## src/rtl/pli_pkg.sv

```systemverilog
// Shared constants, types and status codes for the positional list block.
package pli_pkg;

    localparam int DEPTH    = 64;
    localparam int IDX_W    = $clog2(DEPTH);
    localparam int CNT_W    = $clog2(DEPTH + 1);
    localparam int DATA_W   = 32;
    localparam int POS_W    = 13;
    localparam int COUNT_W  = 13;
    localparam int STATUS_W = 2;
    localparam int S_DATA_W = 48;
    localparam int M_DATA_W = 48;

    localparam logic OP_INSERT = 1'b0;
    localparam logic OP_DELETE = 1'b1;

    typedef enum logic [STATUS_W-1:0] {
        ST_DONE   = 2'd0,
        ST_BADPOS = 2'd1,
        ST_FULL   = 2'd2
    } pli_status_t;

    // Shift command broadcast to every cell in the row.
    typedef struct packed {
        logic              ins;
        logic              del;
        logic [IDX_W-1:0]  idx;
        logic [DATA_W-1:0] value;
    } pli_shift_t;

endpackage

```

## src/rtl/pli_cell.sv

```systemverilog
// One storage cell of the list row: holds a single entry and shifts with its neighbors.
module pli_cell (
    input  logic                      aclk,
    input  pli_pkg::pli_shift_t       shift_cmd,
    input  logic [pli_pkg::IDX_W-1:0] cell_idx,
    input  logic [pli_pkg::DATA_W-1:0] left_data,
    input  logic [pli_pkg::DATA_W-1:0] right_data,
    output logic [pli_pkg::DATA_W-1:0] data_out,
    output logic [pli_pkg::DATA_W-1:0] sel_data
);
    import pli_pkg::*;

    logic [DATA_W-1:0] data_reg;
    logic [DATA_W-1:0] data_next;
    logic              at_idx;
    logic              above_idx;

    assign at_idx    = (cell_idx == shift_cmd.idx);
    assign above_idx = (cell_idx > shift_cmd.idx);

    always_comb begin
        data_next = data_reg;
        if (shift_cmd.ins) begin
            if (at_idx) begin
                data_next = shift_cmd.value;
            end else if (above_idx) begin
                data_next = left_data;
            end
        end else if (shift_cmd.del) begin
            if (at_idx || above_idx) begin
                data_next = right_data;
            end
        end
    end

    always_ff @(posedge aclk) begin
        data_reg <= data_next;
    end

    assign data_out = data_reg;
    // Only the addressed cell drives its word onto the removal bus.
    assign sel_data = at_idx ? data_reg : '0;

endmodule

```

## config.mk

```make
export PLATFORM = sky130hd
export DESIGN_NAME = pli_cell
export DESIGN_NICKNAME = d
export VERILOG_FILES = /design/src/rtl/pli_pkg.sv /design/src/rtl/pli_cell.sv
export SDC_FILE = /design/constraint.sdc
export NUM_CORES = 1
export LEC_CHECK = 0
export BUFFER_PORTS_ARGS = -buffer_cell sky130_fd_sc_hd__clkbuf_2
export CAP_MARGIN = 20
export CORE_MARGIN = 4
export CORE_UTILIZATION = 25
export CTS_CLUSTER_SIZE = 8
export DETAILED_ROUTE_END_ITERATION = 8
export PLACE_DENSITY = 0.52
export SLEW_MARGIN = 20
export SYNTH_ARGS = -nofsm -noshare
export SYNTH_HDL_FRONTEND = slang
export SYNTH_SLANG_ARGS = --single-unit
```

## constraint.sdc

```tcl
create_clock -name aclk -period 5.25 [get_ports aclk]
set_clock_uncertainty 0.1 [all_clocks]
set_input_delay 0.2625 -clock aclk [delete_from_list [all_inputs] [get_ports aclk]]
set_output_delay 0.2625 -clock aclk [all_outputs]
set_load 0.005 [all_outputs]
```

### Word level (Yosys, flattened, before mapping)

Cells that the tools add are included.
W data, S select, Z words.

| storage, ports and cells | value |
|---|---|
| register bits | 32 |
| input bits | 111 |
| output and inout port bits | 64 |
| word-level logic and storage cells | 14 |

| cells by class | value |
|---|---|
| order comparisons | 1 |
| equal/unequal tests | 2 |
| mux-type cells | 6 |
| reductions and logical operators | 4 |

Operators with widths:

| operator | count |
|---|---|
| $mux W32 | 6 |
| $eq A6 B6 Y1 | 1 |
| $gt A6 B6 Y1 | 1 |
| $reduce_bool A2 Y1 | 2 |
| $ne A3 B1 Y1 const B | 1 |
| $reduce_and A3 Y1 | 1 |
| $logic_or A1 B1 Y1 | 1 |

### Longest topological paths before layout

| depth | value |
|---|---|
| word-level depth | 5 |
| mapped depth | 7 |
| depth with buffers taken out | 5 |

### Least setup slack after synthesis

No wires, ideal clock.

| timing path | value |
|---|---|
| path kind | input -> register |
| from | input port shift_cmd[37] (netlist name) |
| to | register data_reg[0] (netlist: data_out[0]), enable pin |
| setup time | 440 ps |
| data arrival time | 2837 ps |
| required time | 4710 ps |
| path slack | 1873 ps |
| cell stages on the path | 6 |
| buffers on the path | 1 |
| cell sequence | inv_1 ha_1 and4_1 buf_6 o21ai_0 a41oi_1 |

| between the ends | value |
|---|---|
| word-level cells in the longest chain between the ends | 4 |
| elaborated cells on any way between the ends | 6 |
| those cells by class | order compare: 1; eq/ne: 2; reduce/logical: 3 |

RTL lines:

| item | line | text |
|---|---|---|
| start, declared | pli_cell.sv:4 | `input pli_pkg::pli_shift_t shift_cmd,` |
| $gt A6 B6 Y1 / $eq A6 B6 Y1 (equally long branches) | pli_cell.sv:19, pli_cell.sv:18 |  |
| $logic_or A1 B1 Y1 | pli_cell.sv:30 | `if (at_idx \|\| above_idx) begin` |
| $reduce_bool A2 Y1 (no line) | n/a |  |
| $reduce_and A3 Y1 (no line) (*) | n/a |  |
| end signal, assigned | pli_cell.sv:37 | `data_reg <= data_next;` |
| end, declared | pli_cell.sv:13 | `logic [DATA_W-1:0] data_reg;` |

Mark *: on every way between the ends. The rest lies on a longest branch, timed or not.
A chain may end at the register's enable or synchronous reset.

### Worst setup path in the final report

| timing path | value |
|---|---|
| from | input port shift_cmd[37] (netlist name) |
| to | register data_reg[16] (netlist: data_out[16]), enable pin |

Same word-level chain as after synthesis.

==> metrics.cfg <==
[logic_synthesis]
ys_warn_count = 0
async_reset_ff_share_pct = 0
syn_nets = 361
synth-main-ff-cell = edfxtp_1
synth_area_um2 = 2253
synth_seq_cells = 32
synth_edf_count = 32
avgSynthCellArea_um2 = 9.235
synth_top_area_share_pct = 42.64
synth.top_cells.by_area = edfxtp_1 (43%), nand4_1 (9.2%), a31oi_1 (8.9%)
syn_inst = 244
synth_common_cells = nand4_1 (33), nor2_1 (33), a31oi_1 (32), and2_1 (32), edfxtp_1 (32)
synth_seq_area_share_pct = 42.64
synth.distinct_cells = 24
yosys.area.top_type = edfxtp_1

[timing]
relSlewSlack_pct = 57.30
slew_violations = 0
fin_crit_ns = 2.538
period_share_pct = 48.34
hold_viol = 0
fin_setup_tns_ns = 0
rsz0062_at_grt = false
finalSetupViolations = 0
max_freq_ghz = 0.3941
worstMarginPinSlew_ns = 0.6406

[grt]
grt_antenna_before_repair = 0
grt_max_degree = 66
grt_pass1_wl_mm = 11.33
grt_pass1_vias = 2389
overflow = 0
grt_usage_pct = 13.49

[run]
maxCapViolCount = 0

[cts]
cts_sinks = 32
clk_pin_slew_worst_paths_ns = 0.06
cts_made_buffers = 5
ctsHtreeMaxLevel = 2
max-clock-path-buffers = 2
ctsRootBufferMaster = clkbuf_8
post-cts-setup-buffer-count = 0
hold_buffers = 0
cts_resized = 0
cts_tree = done

[worst_setup_path]
crit_arrival_ns = 2.37
start_kind = input pin
cp-end-kind = flip-flop
crit_chain = clkbuf_2, inv_1, ha_1, and4_2, o21ai_0, a41oi_4, buf_4
crit_buf_inv = 3
critical_path_class = input pin to flip-flop
worst-endpoint-required_ns = 5.08
worst-path-max-fanout = 34
max_stage_delay_ns = 0.68
path_delay_family = simple AND/OR/NAND/NOR gates
slowest_stage = and4_2

[floorplan]
die_w_um = 102.9
core_um2 = 8763
dieArea_um2 = 10600
start_util_pct = 25.71
row_count = 34
pin_count = 175
die_h_um = 102.9

[worst_hold_path]
min-delay-path-class = input pin to flip-flop

[finish]
area_growth_pct = 40.37
drive_above_1_share_pct = 46.77
diodes = 0
finalNetCount = 519
largest_reg_flops = 32
nFillCells = 955
fin_area_um2 = 3163

[place]
hpwl_mm = 5.684
place.gp.congestion = 0.7948
placed_area_um2 = 3080
portBuffers = 174

[outcome]
status = complete, no violations

[route]
first_pass_iters = 4
viasPerCell = 4.833
dr_total_vias = 2465
drtAntennaViolNets = 0
drc = 0
drtIter0Drc = 91
wirelength_mm = 7.542
post_drt_wl_per_cell_um = 14.79

[pwr]
ir_drop_uv = 87.37
power.leakage_nw = 1.460
finalPower_uw = 708.5
powerDensity_nw_per_um2 = 224.0

==> cells in the final DEF, fill, tap and decap left out, types with 2 or more instances in the layout <==
| master | n |
|---|---|
| nor2_1 | 33 |
| buf_4 | 5 |
| clkbuf_2 | 174 |
| a31oi_1 | 32 |
| inv_1 | 6 |
| o21ai_1 | 8 |
| o21ai_0 | 25 |
| ha_1 | 6 |
| clkinv_1 | 2 |
| clkbuf_8 | 5 |
| nand3_1 | 2 |
| nand4_1 | 33 |
| and2_1 | 32 |
| edfxtp_1 | 32 |
==> metal layers <==
layer / up-vias / share of wire (%) / GRT usage, %
met3: 5 / 7.5 / 2.097
met5: - / 0 / 0
met1: 1122 / 42 / 16.89
met2: 111 / 50 / 24.22
li1: 1227 / - / -
met4: 0 / 0.88 / 3.187
==> power by group <==
| group | total (mW) | switching (mW) | internal, mW |
|---|---|---|---|
| clock network | 0.171 | 0.0841 | 0.0873 |
| registers | 0.351 | 0.0196 | 0.332 |
| logic | 0.186 | 0.104 | 0.0822 |
| total | 0.708 | 0.207 | 0.501 |
==> stage by stage <==
stage | setup WS [ns] | hold slack [ns] | cells | utilization, %
3_5_place_dp | 1.955 | 0.5127 | 503 | 35.15
3_3_place_gp | 2.028 | 0.5138 | 503 | 35.15
6_report | 2.712 | 0.2312 | 510 | 36.09
5_1_grt | 2.479 | 0.2431 | 510 | 36.09
4_1_cts | 2.244 | 0.2244 | 510 | 36.02
2_1_floorplan | 1.873 | 0.4118 | 244 | -
==> final cells by class <==
class                      count  area, um2  share of cell area, %
clock buffer                   5      68.82                  2.176
clock inverter                 2      7.507                 0.2373
inverter                       6      22.52                 0.7120
multi-input combinational    178       1060                  33.50
sequential                    32      960.9                  30.38
tap                          108      135.1                  4.272
timing repair buffer         179      908.4                  28.72
==> cell families after synthesis <==
kind of cell,Yosys count,share of synthesized area [%]
simple gates,104,25.43
compound gates,68,17.16
buf+inv,34,11.44
flops,32,42.64
fa+ha+maj,6,3.331
==> path summary, 6_finish.rpt <==
path / startpoint / endpoint / depth (start not counted)
min: right_data[22] / data_out[22] / 3
max: shift_cmd[37] / data_out[16] / 7
No activity file was read; power rests on OpenSTA's default activity.
